`config.mk`:
```
export PLATFORM = sky130hd
export DESIGN_NAME = rotary_encoder_button_events_core_flat
export DESIGN_NICKNAME = d
export VERILOG_FILES = /design/src/rtl/rebe_pkg.sv /design/src/rtl/rebe_ifs.sv /design/src/rtl/rebe_switch.sv /design/src/rtl/rebe_quad.sv /design/src/rtl/rebe_out_skid.sv /design/src/rtl/rotary_encoder_button_events_core.sv /design/src/flat_wrapper.sv
export SDC_FILE = /design/constraint.sdc
export NUM_CORES = 1
export LEC_CHECK = 0
export BUFFER_PORTS_ARGS = -buffer_cell sky130_fd_sc_hd__buf_2
export CAP_MARGIN = 20
export CORE_UTILIZATION = 40
export DETAILED_ROUTE_END_ITERATION = 7
export GPL_TIMING_DRIVEN = 0
export MAX_ROUTING_LAYER = met4
export PLACE_DENSITY = 0.64
export SLEW_MARGIN = 5
export SYNTH_ARGS = -nofsm -noshare
export SYNTH_HDL_FRONTEND = slang
export SYNTH_SLANG_ARGS = --single-unit
```
`constraint.sdc`:
```
create_clock -name clk -period 4.1 [get_ports clk]
set_input_delay 0.205 -clock clk [delete_from_list [all_inputs] [get_ports clk]]
set_output_delay 0.205 -clock clk [all_outputs]
set_load 0.01 [all_outputs]
```
`src/rtl/rebe_pkg.sv`:
```
// Shared types and constants for the rotary encoder / push switch event block.
// No dependencies; the design modules refer to this package by scoped names; the testbench imports it.
`default_nettype none

package rebe_pkg;

    localparam int unsigned HOLD_W  = 10;
    localparam int unsigned COUNT_W = 11;

    localparam logic [COUNT_W-1:0] COUNT_MAX        = '1;
    localparam logic [HOLD_W-1:0]  HOLD_TICKS_RESET = 10'd100;

    localparam logic SW_RELEASED = 1'b1;

    // configuration register indexes
    localparam int unsigned CFG_IDX_W = 1;
    localparam logic [CFG_IDX_W-1:0] REG_HOLD_TICKS     = 1'b0;
    localparam logic [CFG_IDX_W-1:0] REG_EVENTS_ENABLED = 1'b1;

    typedef struct packed {
        logic click;
        logic hold;
        logic long_hold;
    } switch_flags_t;

    typedef struct packed {
        logic left;
        logic right;
    } turn_flags_t;

    typedef struct packed {
        logic event_click;
        logic event_hold;
        logic event_long_hold;
        logic turn_left;
        logic turn_right;
    } result_t;

endpackage

`default_nettype wire

```
`src/rtl/rebe_ifs.sv`:
```
// Valid/ready channel interfaces: sample ticks in, event items out.
// No dependencies.
`default_nettype none

interface rebe_tick_if;
    logic valid;
    logic ready;
    logic switch_level;
    logic line_a;
    logic line_b;

    modport source (output valid, output switch_level, output line_a, output line_b,
                    input ready);
    modport sink   (input valid, input switch_level, input line_a, input line_b,
                    output ready);
endinterface

interface rebe_result_if;
    logic valid;
    logic ready;
    logic event_click;
    logic event_hold;
    logic event_long_hold;
    logic turn_left;
    logic turn_right;

    modport source (output valid, output event_click, output event_hold,
                    output event_long_hold, output turn_left, output turn_right,
                    input ready);
    modport sink   (input valid, input event_click, input event_hold,
                    input event_long_hold, input turn_left, input turn_right,
                    output ready);
endinterface

`default_nettype wire

```
`src/rtl/rebe_switch.sv`:
```
// Push switch tracker: press count, long-hold phase and switch flags per tick.
// Depends on rebe_pkg.
`default_nettype none

module rebe_switch (
    input  wire logic                           clk,
    input  wire logic                           rst_n,
    input  wire logic                           tick_fire,
    input  wire logic                           switch_level,
    input  wire logic [rebe_pkg::HOLD_W-1:0]    hold_ticks,
    output rebe_pkg::switch_flags_t             flags
);

    logic                          prev_switch_reg, prev_switch_next;
    logic [rebe_pkg::COUNT_W-1:0]  press_count_reg, press_count_next;
    logic [rebe_pkg::HOLD_W-1:0]   period_phase_reg, period_phase_next;

    logic                          press_start;
    logic [rebe_pkg::COUNT_W-1:0]  count_base;
    logic [rebe_pkg::HOLD_W-1:0]   phase_step;

    always_comb
    begin
        press_start = (prev_switch_reg == rebe_pkg::SW_RELEASED);
        // restart both counters on the first tick of a press
        count_base  = press_start ? '0 : press_count_reg;
        phase_step  = (press_start ? '0 : period_phase_reg) + 1'b1;

        flags             = '0;
        prev_switch_next  = prev_switch_reg;
        press_count_next  = press_count_reg;
        period_phase_next = period_phase_reg;

        if (tick_fire)
        begin
            prev_switch_next = switch_level;
            if (switch_level == rebe_pkg::SW_RELEASED)
            begin
                if (!press_start)
                begin
                    flags.click     = 1'b1;
                    flags.long_hold = (press_count_reg > {1'b0, hold_ticks});
                end
            end
            else
            begin
                flags.hold = 1'b1;
                // saturate the press length
                press_count_next = (count_base == rebe_pkg::COUNT_MAX) ?
                                   count_base : count_base + 1'b1;
                if (phase_step >= hold_ticks)
                begin
                    period_phase_next = '0;
                    flags.long_hold   = 1'b1;
                end
                else
                begin
                    period_phase_next = phase_step;
                end
            end
        end
    end

    always_ff @(posedge clk or negedge rst_n)
    begin
        if (!rst_n)
        begin
            prev_switch_reg  <= rebe_pkg::SW_RELEASED;
            press_count_reg  <= '0;
            period_phase_reg <= '0;
        end
        else
        begin
            prev_switch_reg  <= prev_switch_next;
            press_count_reg  <= press_count_next;
            period_phase_reg <= period_phase_next;
        end
    end

endmodule

`default_nettype wire

```
`src/rtl/rebe_quad.sv`:
```
// Quadrature decoder: one detent per tick where A equals B and the pair moved.
// Depends on rebe_pkg.
`default_nettype none

module rebe_quad (
    input  wire logic              clk,
    input  wire logic              rst_n,
    input  wire logic              tick_fire,
    input  wire logic              line_a,
    input  wire logic              line_b,
    output rebe_pkg::turn_flags_t  flags
);

    logic [1:0] prev_lines_reg, prev_lines_next;
    logic [1:0] cur_lines;
    logic       detent;

    always_comb
    begin
        cur_lines       = {line_a, line_b};
        detent          = (line_a == line_b) && (cur_lines != prev_lines_reg);
        prev_lines_next = tick_fire ? cur_lines : prev_lines_reg;
        // direction follows the previous B level
        flags.left      = tick_fire && detent && (prev_lines_reg[0] == line_b);
        flags.right     = tick_fire && detent && (prev_lines_reg[0] != line_b);
    end

    always_ff @(posedge clk or negedge rst_n)
    begin
        if (!rst_n)
        begin
            prev_lines_reg <= '0;
        end
        else
        begin
            prev_lines_reg <= prev_lines_next;
        end
    end

endmodule

`default_nettype wire

```
`src/rtl/rebe_out_skid.sv`:
```
// Result register with one skid entry between the event logic and the consumer.
// Depends on rebe_pkg.
`default_nettype none

module rebe_out_skid (
    input  wire logic               clk,
    input  wire logic               rst_n,
    input  wire logic               push,
    input  wire rebe_pkg::result_t  push_data,
    output logic                    can_push,
    output logic                    out_valid,
    input  wire logic               out_ready,
    output rebe_pkg::result_t       out_data
);

    logic               out_valid_reg, out_valid_next;
    logic               skid_valid_reg, skid_valid_next;
    rebe_pkg::result_t  out_data_reg, out_data_next;
    rebe_pkg::result_t  skid_data_reg, skid_data_next;
    logic               pop;

    always_comb
    begin
        pop             = out_valid_reg && out_ready;
        out_valid_next  = out_valid_reg;
        skid_valid_next = skid_valid_reg;
        out_data_next   = out_data_reg;
        skid_data_next  = skid_data_reg;

        if (pop)
        begin
            if (skid_valid_reg)
            begin
                out_data_next   = skid_data_reg;
                skid_valid_next = 1'b0;
            end
            else if (push)
            begin
                out_data_next = push_data;
            end
            else
            begin
                out_valid_next = 1'b0;
            end
        end
        else if (push)
        begin
            if (!out_valid_reg)
            begin
                out_data_next  = push_data;
                out_valid_next = 1'b1;
            end
            else
            begin
                skid_data_next  = push_data;
                skid_valid_next = 1'b1;
            end
        end
    end

    always_ff @(posedge clk or negedge rst_n)
    begin
        if (!rst_n)
        begin
            out_valid_reg  <= 1'b0;
            skid_valid_reg <= 1'b0;
        end
        else
        begin
            out_valid_reg  <= out_valid_next;
            skid_valid_reg <= skid_valid_next;
        end
    end

    always_ff @(posedge clk)
    begin
        out_data_reg  <= out_data_next;
        skid_data_reg <= skid_data_next;
    end

    assign can_push  = !skid_valid_reg;
    assign out_valid = out_valid_reg;
    assign out_data  = out_data_reg;

    skid_needs_out: assert property (@(posedge clk) disable iff (!rst_n)
        skid_valid_reg |-> out_valid_reg)
        else $error("skid entry held while result register empty");

    skid_blocks_push: assert property (@(posedge clk) disable iff (!rst_n)
        skid_valid_reg |-> !push)
        else $error("item pushed while skid entry full");

    stall_holds_result: assert property (@(posedge clk) disable iff (!rst_n)
        (out_valid_reg && !out_ready) |=> (out_valid_reg && $stable(out_data_reg)))
        else $error("stalled result changed");

endmodule

`default_nettype wire

```
`src/rtl/rotary_encoder_button_events_core.sv`:
```
// Rotary encoder with push switch: turns sample ticks into click/hold/turn items.
// Each item is registered in the result register, or in the skid entry while output stalls.
// Throughput: one tick per cycle; ready drops only while the skid entry is full.
// Reset (rst_n, async low) clears all history and output entries; hold_ticks 100, events off.
// Depends on rebe_pkg, rebe_ifs, rebe_switch, rebe_quad and rebe_out_skid.
`default_nettype none

module rotary_encoder_button_events_core (
    input  wire logic                              clk,
    input  wire logic                              rst_n,
    input  wire logic                              cfg_we,
    input  wire logic [rebe_pkg::CFG_IDX_W-1:0]    cfg_index,
    input  wire logic [rebe_pkg::HOLD_W-1:0]       cfg_data,
    rebe_tick_if.sink                              tick,
    rebe_result_if.source                          result
);

    // Configuration registers
    logic [rebe_pkg::HOLD_W-1:0] hold_ticks_reg, hold_ticks_next;
    logic                        events_enabled_reg, events_enabled_next;

    logic                        tick_accept;
    logic                        tick_fire;
    logic                        can_push;
    logic                        push;
    rebe_pkg::switch_flags_t     sw_flags;
    rebe_pkg::turn_flags_t       turn_flags;
    rebe_pkg::result_t           push_data;
    rebe_pkg::result_t           out_data;

    // Decode register writes
    always_comb
    begin
        hold_ticks_next     = hold_ticks_reg;
        events_enabled_next = events_enabled_reg;
        if (cfg_we)
        begin
            unique case (cfg_index)
                rebe_pkg::REG_HOLD_TICKS:     hold_ticks_next     = cfg_data;
                rebe_pkg::REG_EVENTS_ENABLED: events_enabled_next = cfg_data[0];
                default: ;
            endcase
        end
    end

    always_ff @(posedge clk or negedge rst_n)
    begin
        if (!rst_n)
        begin
            hold_ticks_reg     <= rebe_pkg::HOLD_TICKS_RESET;
            events_enabled_reg <= 1'b0;
        end
        else
        begin
            hold_ticks_reg     <= hold_ticks_next;
            events_enabled_reg <= events_enabled_next;
        end
    end

    // Accept a tick whenever the skid entry is free; a disabled tick is
    // taken and dropped without touching any history.
    assign tick.ready  = can_push;
    assign tick_accept = tick.valid && tick.ready;
    assign tick_fire   = tick_accept && events_enabled_reg;

    rebe_switch u_switch (
        .clk          (clk),
        .rst_n        (rst_n),
        .tick_fire    (tick_fire),
        .switch_level (tick.switch_level),
        .hold_ticks   (hold_ticks_reg),
        .flags        (sw_flags)
    );

    rebe_quad u_quad (
        .clk       (clk),
        .rst_n     (rst_n),
        .tick_fire (tick_fire),
        .line_a    (tick.line_a),
        .line_b    (tick.line_b),
        .flags     (turn_flags)
    );

    // Assemble the item; hold alone is not worth an item.
    always_comb
    begin
        push_data.event_click     = sw_flags.click;
        push_data.event_hold      = sw_flags.hold;
        push_data.event_long_hold = sw_flags.long_hold;
        push_data.turn_left       = turn_flags.left;
        push_data.turn_right      = turn_flags.right;
        push = tick_fire && (sw_flags.click || sw_flags.long_hold ||
                             turn_flags.left || turn_flags.right);
    end

    rebe_out_skid u_out (
        .clk       (clk),
        .rst_n     (rst_n),
        .push      (push),
        .push_data (push_data),
        .can_push  (can_push),
        .out_valid (result.valid),
        .out_ready (result.ready),
        .out_data  (out_data)
    );

    assign result.event_click     = out_data.event_click;
    assign result.event_hold      = out_data.event_hold;
    assign result.event_long_hold = out_data.event_long_hold;
    assign result.turn_left       = out_data.turn_left;
    assign result.turn_right      = out_data.turn_right;

    no_hold_only_item: assert property (@(posedge clk) disable iff (!rst_n)
        result.valid |-> (result.event_click || result.event_long_hold ||
                          result.turn_left || result.turn_right))
        else $error("item carries hold alone");

    one_direction: assert property (@(posedge clk) disable iff (!rst_n)
        result.valid |-> !(result.turn_left && result.turn_right))
        else $error("both turn directions in one item");

    click_not_hold: assert property (@(posedge clk) disable iff (!rst_n)
        result.valid |-> !(result.event_click && result.event_hold))
        else $error("click and hold in one item");

    disabled_no_push: assert property (@(posedge clk) disable iff (!rst_n)
        !events_enabled_reg |-> !push)
        else $error("item produced while events disabled");

endmodule

`default_nettype wire

```
`src/flat_wrapper.sv`:
```
// flat-port wrapper written by rule: the top's interface ports become plain ports
module rotary_encoder_button_events_core_flat 
  (clk, rst_n, cfg_we, cfg_index, cfg_data, tick_valid, tick_switch_level, tick_line_a, tick_line_b, tick_ready, result_valid, result_event_click, result_event_hold, result_event_long_hold, result_turn_left, result_turn_right, result_ready);
  rebe_tick_if tick_i ();
  rebe_result_if result_i ();
  input  wire logic clk;
  input  wire logic rst_n;
  input  wire logic cfg_we;
  input  wire logic [rebe_pkg::CFG_IDX_W-1:0] cfg_index;
  input  wire logic [rebe_pkg::HOLD_W-1:0] cfg_data;
  input wire logic [$bits(tick_i.valid)-1:0] tick_valid;
  input wire logic [$bits(tick_i.switch_level)-1:0] tick_switch_level;
  input wire logic [$bits(tick_i.line_a)-1:0] tick_line_a;
  input wire logic [$bits(tick_i.line_b)-1:0] tick_line_b;
  output wire logic [$bits(tick_i.ready)-1:0] tick_ready;
  output wire logic [$bits(result_i.valid)-1:0] result_valid;
  output wire logic [$bits(result_i.event_click)-1:0] result_event_click;
  output wire logic [$bits(result_i.event_hold)-1:0] result_event_hold;
  output wire logic [$bits(result_i.event_long_hold)-1:0] result_event_long_hold;
  output wire logic [$bits(result_i.turn_left)-1:0] result_turn_left;
  output wire logic [$bits(result_i.turn_right)-1:0] result_turn_right;
  input wire logic [$bits(result_i.ready)-1:0] result_ready;
  assign tick_i.valid = tick_valid;
  assign tick_i.switch_level = tick_switch_level;
  assign tick_i.line_a = tick_line_a;
  assign tick_i.line_b = tick_line_b;
  assign tick_ready = tick_i.ready;
  assign result_valid = result_i.valid;
  assign result_event_click = result_i.event_click;
  assign result_event_hold = result_i.event_hold;
  assign result_event_long_hold = result_i.event_long_hold;
  assign result_turn_left = result_i.turn_left;
  assign result_turn_right = result_i.turn_right;
  assign result_i.ready = result_ready;
  rotary_encoder_button_events_core u_core (.clk(clk), .rst_n(rst_n), .cfg_we(cfg_we), .cfg_index(cfg_index), .cfg_data(cfg_data), .tick(tick_i), .result(result_i));
endmodule
```
==> flow_results.org <==
** Route
- Post-route ant nets :: 0
- Violation count after the first detailed-route iteration :: 102
- In the routed design, unresolved DRC markers number 0.
- Via density per instance :: 5.35
- Per-cell routed wire length :: 14.7 um
- The pre-antenna-repair detailed-routing pass consisted of 4 iterations.
- Final wirelength :: 6.31 mm
- Overall via count from detail_route :: 2,300

** Critical path
- Critical path startpoint category :: flop
- Logic depth of the worst register-to-register path :: 16
- CP peak stage delay :: 0.56 ns
- The cell that appears most often on the critical path is sky130_fd_sc_hd__ha_1.
- Critical path fanouts, max :: 10
- At the worst endpoint, the required time is 4.09 ns.
- The endpoint identified for the worst register-to-register timing path is u_core.u_out.out_data[3]$_DFFE_PP_.
- The worst setup path is of the flop to flop kind.
- Crit path cell chain :: buf_4, clkbuf_4, nor2b_1, ha_1, nand4_1, xor2_2, nor2_1, ha_1, nand2_1, nor2_1, nand3_1, a31oi_2, o21ai_0, ha_1, a211oi_1, o31a_1
- Origin of the critical flop-to-flop path :: u_core.u_switch.press_start$_DFFE_PN1P_
- Crit end category :: flop
- Arrival @ worst endpoint :: 3.72 ns
- Counting both buffers and inverters, the worst setup path holds a total of 2.
- Broken down by cell family, the worst path's largest delay share belongs to compound AO/OA/AOI/OAI gates.
- Crit-path slowest cell :: sky130_fd_sc_hd__dfstp_2
- Reg2reg setup slack :: 0.36 ns

** Clock network
- TritonCTS built the clock tree.
- Clock latency on the worst-skew pair, taken at its later pin, is 0.30 ns.
- Clock tree synthesis selected as its root buffer the cell sky130_fd_sc_hd__clkbuf_8.
- Number of H-tree branching levels :: 2
- Inserted Clock Buffers :: 5
- After clock tree synthesis, the flow added hold-fix buffers numbering 0.
- Number of buffers on the longest clock path :: 2
- After clock tree synthesis, the clock-pin slew on the worst setup and hold paths is 0.09 ns.
- Clock sink total :: 47

** STA
- Slew at the pin closest to its max-slew limit :: 0.832 ns
- The count of endpoints failing hold in the final timing report is 9.
- Final hold slack :: -0.0202 ns
- Clk_skew :: 0.00636 ns
- RSZ-0062 raised after global routing :: false
- Derived from the worst setup path, the maximum achievable clock frequency is 268 MHz.
- Fraction of the cycle the final worst path needs :: 91.1%
- Setup violations remaining at the end of the flow were counted as 0.
- Minimum clock period :: 3.74 ns
- The count of pins over their slew limit came to 0.
- Total negative slack for setup checks :: 0 ns
- In this run the tightest slew margin relative to its limit is 44.6%.

** Yosys
- The synthesized netlist occupies a cell area of 2810 sq um.
- In the synthesized netlist the dominant register cell turns out to be sky130_fd_sc_hd__dfrtp_1.
- Synthesized area per cell :: 9.43 sq um
- Post-synthesis net count :: 340
- Fraction of the yosys area taken by sequential cells :: 43.8%
- Synthesis instantiated 51 different standard cells from the library.
- For this run, the number of Yosys warnings is 0.
- Counting flops with a built-in enable in the synthesized netlist gives 10.
- Share of synthesized flip-flops with an asynchronous set or reset :: 78.7%
- Counting every instance in the synthesized netlist gives 298.
- The synthesized design contains 47 register bits.

** Status
- Violated checks :: negative hold slack
- Run status :: complete, but fails checks

** Run
- The tool flagged a number of max-cap violations equal to 0.

** Pwr
- Across the VDD grid, the largest voltage drop is 0.000206 V.
- Summed over all cells, the static leakage comes to 1.51 nW.
- Dividing total power by cell area gives a power density of 516 nW/um^2.
- Total power consumption of the routed design :: 1.67 mW

** Floorplanning
- 26 I/O pins were placed.
- Once the floorplan was initialized, standard cells occupied 41.4% of the core.
- After floorplanning, the core was divided into 30 placement rows.
- Area of the die :: 7370 sq um
- The die is 85.8 um tall.
- Die Wd :: 85.8 um
- Core Box Area :: 6790 sq um

** GRT
- The total overflow left after global routing is 0.
- The initial antenna violation count is 0.
- The via count of the first global-routing pass was 2,265.
- Global-route wire length before repair :: 10.8 mm
- Maximum number of pins on one net before global-route repair :: 38
- GR Util All Layers :: 19.5%

** Cells and area
- Register Area :: 1230 sq um
- Cells fill 47.8% of the core in the end.
- Summing all multi-input logic gate instances after layout gives 1500 sq um.
- Number of antenna repair diodes :: 0
- Number of nets in the final layout :: 375
- Leaving out filler cells and counting taps, the final layout contains 430.
- Proportion of layout cells with a drive suffix above 1 :: 17.4%
- Leaving out fill and tap cells, the most frequent cells in the layout are sky130_fd_sc_hd__nand2_1, sky130_fd_sc_hd__dfrtp_1, sky130_fd_sc_hd__buf_2.
- The register with the most flip-flops in the layout has 11 of them.
- Most frequent standard cell in the layout excluding fill and tap cells :: sky130_fd_sc_hd__nand2_1
- From synthesis to final layout, the design area changed by 15.4%.
- Number of filler cells placed in the layout :: 661

** Placement
- GPL Wtd Cong :: 0.799
- During placement, the flow inserted port buffers numbering 25.
- Count of placed standard cells including taps :: 419
- Dpl hpwl :: 4.71 mm

** Worst hold path
- Type of the worst min-delay path :: input port to async pin
## power breakdown
part | total (mW) | internal [mW] | switching (mW)
clock | 0.403 | 0.244 | 0.159
sequential | 0.658 | 0.577 | 0.0812
combinational | 0.612 | 0.257 | 0.355
## how the worst max path moves through the flow
stage / end / slack (ns) / from / cells after the start
CTS: u_core.u_out.out_data[3]$_DFFE_PP_ / 0.07 / u_core.u_switch.press_start$_DFFE_PN1P_ / 16
floorplan: u_core.u_out.out_data[0]$_DFFE_PP_ / 0.65 / u_core.u_switch.press_start$_DFFE_PN1P_ / 16
detailed placement: u_core.u_out.out_data[2]$_DFFE_PP_ / -0.10 / u_core.u_switch.press_start$_DFFE_PN1P_ / 16
global route: u_core.u_out.out_data[4]$_DFFE_PP_ / 0.07 / u_core.u_switch.press_start$_DFFE_PN1P_ / 16
finish: u_core.u_out.out_data[3]$_DFFE_PP_ / 0.36 / u_core.u_switch.press_start$_DFFE_PN1P_ / 16
global placement: u_core.u_out.out_data[4]$_DFFE_PP_ / -0.07 / u_core.u_switch.press_start$_DFFE_PN1P_ / 16
## stage by stage
step           area (sq um)  hold WS (ns)  setup WS [ns]
2_1_floorplan          2810       -0.0906          0.654
3_3_place_gp           3060         0.358        -0.0655
3_5_place_dp           3060         0.364         -0.104
4_1_cts                3190        0.0310         0.0655
5_1_grt                3240        0.0654         0.0697
6_report               3240       -0.0202          0.363
## layout make-up
type                    count  area share (%)
multi-input cells         225            46.3
flip-flops and latches     47            37.9
repair buffers             28            4.55
well taps                  96            3.70
clock buffers               6            2.24
clock inverters             2            1.85
inverters                  15            1.74
plain buffers              11            1.70
## synthesized netlist by cell type, types with 3 or more instances
cell type	instances	area share, %
sky130_fd_sc_hd__a21o_1	6	1.6
sky130_fd_sc_hd__a21oi_1	13	2.3
sky130_fd_sc_hd__a31oi_1	3	0.67
sky130_fd_sc_hd__buf_2	6	1.1
sky130_fd_sc_hd__clkbuf_1	3	0.40
sky130_fd_sc_hd__dfrtp_1	33	29
sky130_fd_sc_hd__dfstp_2	4	3.7
sky130_fd_sc_hd__edfxtp_1	10	11
sky130_fd_sc_hd__ha_1	23	10
sky130_fd_sc_hd__inv_1	15	2.0
sky130_fd_sc_hd__mux2i_1	4	1.4
sky130_fd_sc_hd__nand2_1	52	6.9
sky130_fd_sc_hd__nand2b_1	6	1.3
sky130_fd_sc_hd__nand3_1	8	1.4
sky130_fd_sc_hd__nand4_1	4	0.89
sky130_fd_sc_hd__nand4b_1	3	0.94
sky130_fd_sc_hd__nor2_1	17	2.3
sky130_fd_sc_hd__nor2b_1	6	1.3
sky130_fd_sc_hd__nor3_1	8	1.4
sky130_fd_sc_hd__o211ai_1	3	0.80
sky130_fd_sc_hd__o21ai_0	21	3.7
sky130_fd_sc_hd__o41ai_1	4	1.2
sky130_fd_sc_hd__xor2_1	7	2.2
## cell families after synthesis
group,count (synthesis),synth area share (%)
AO/OA/AOI/OAI,65,15.0
XOR/XNOR,9,2.81
adder cells (fa/ha/maj),23,10.2
buffers and inverters,26,3.74
flip-flops,47,43.8
multiplexers,7,2.76
AND/OR/NAND/NOR,121,21.6
## layer usage
| layer | share of wire [%] | GRT usage, % |
|---|---|---|
| met1 | 46 | 24.6 |
| met3 | 2.7 | 3.46 |
| met2 | 50 | 31.9 |
| met4 | 1.1 | 6.36 |
| met5 | 0 | - |
## repair_timing
action	4_1_cts	5_1_grt
gates resized for setup	1	7
setup buffers	0	3
pin swaps	0	1
setup endpoints to repair	5	5
cloned	0	0
No activity file was read; power rests on OpenSTA's default activity.
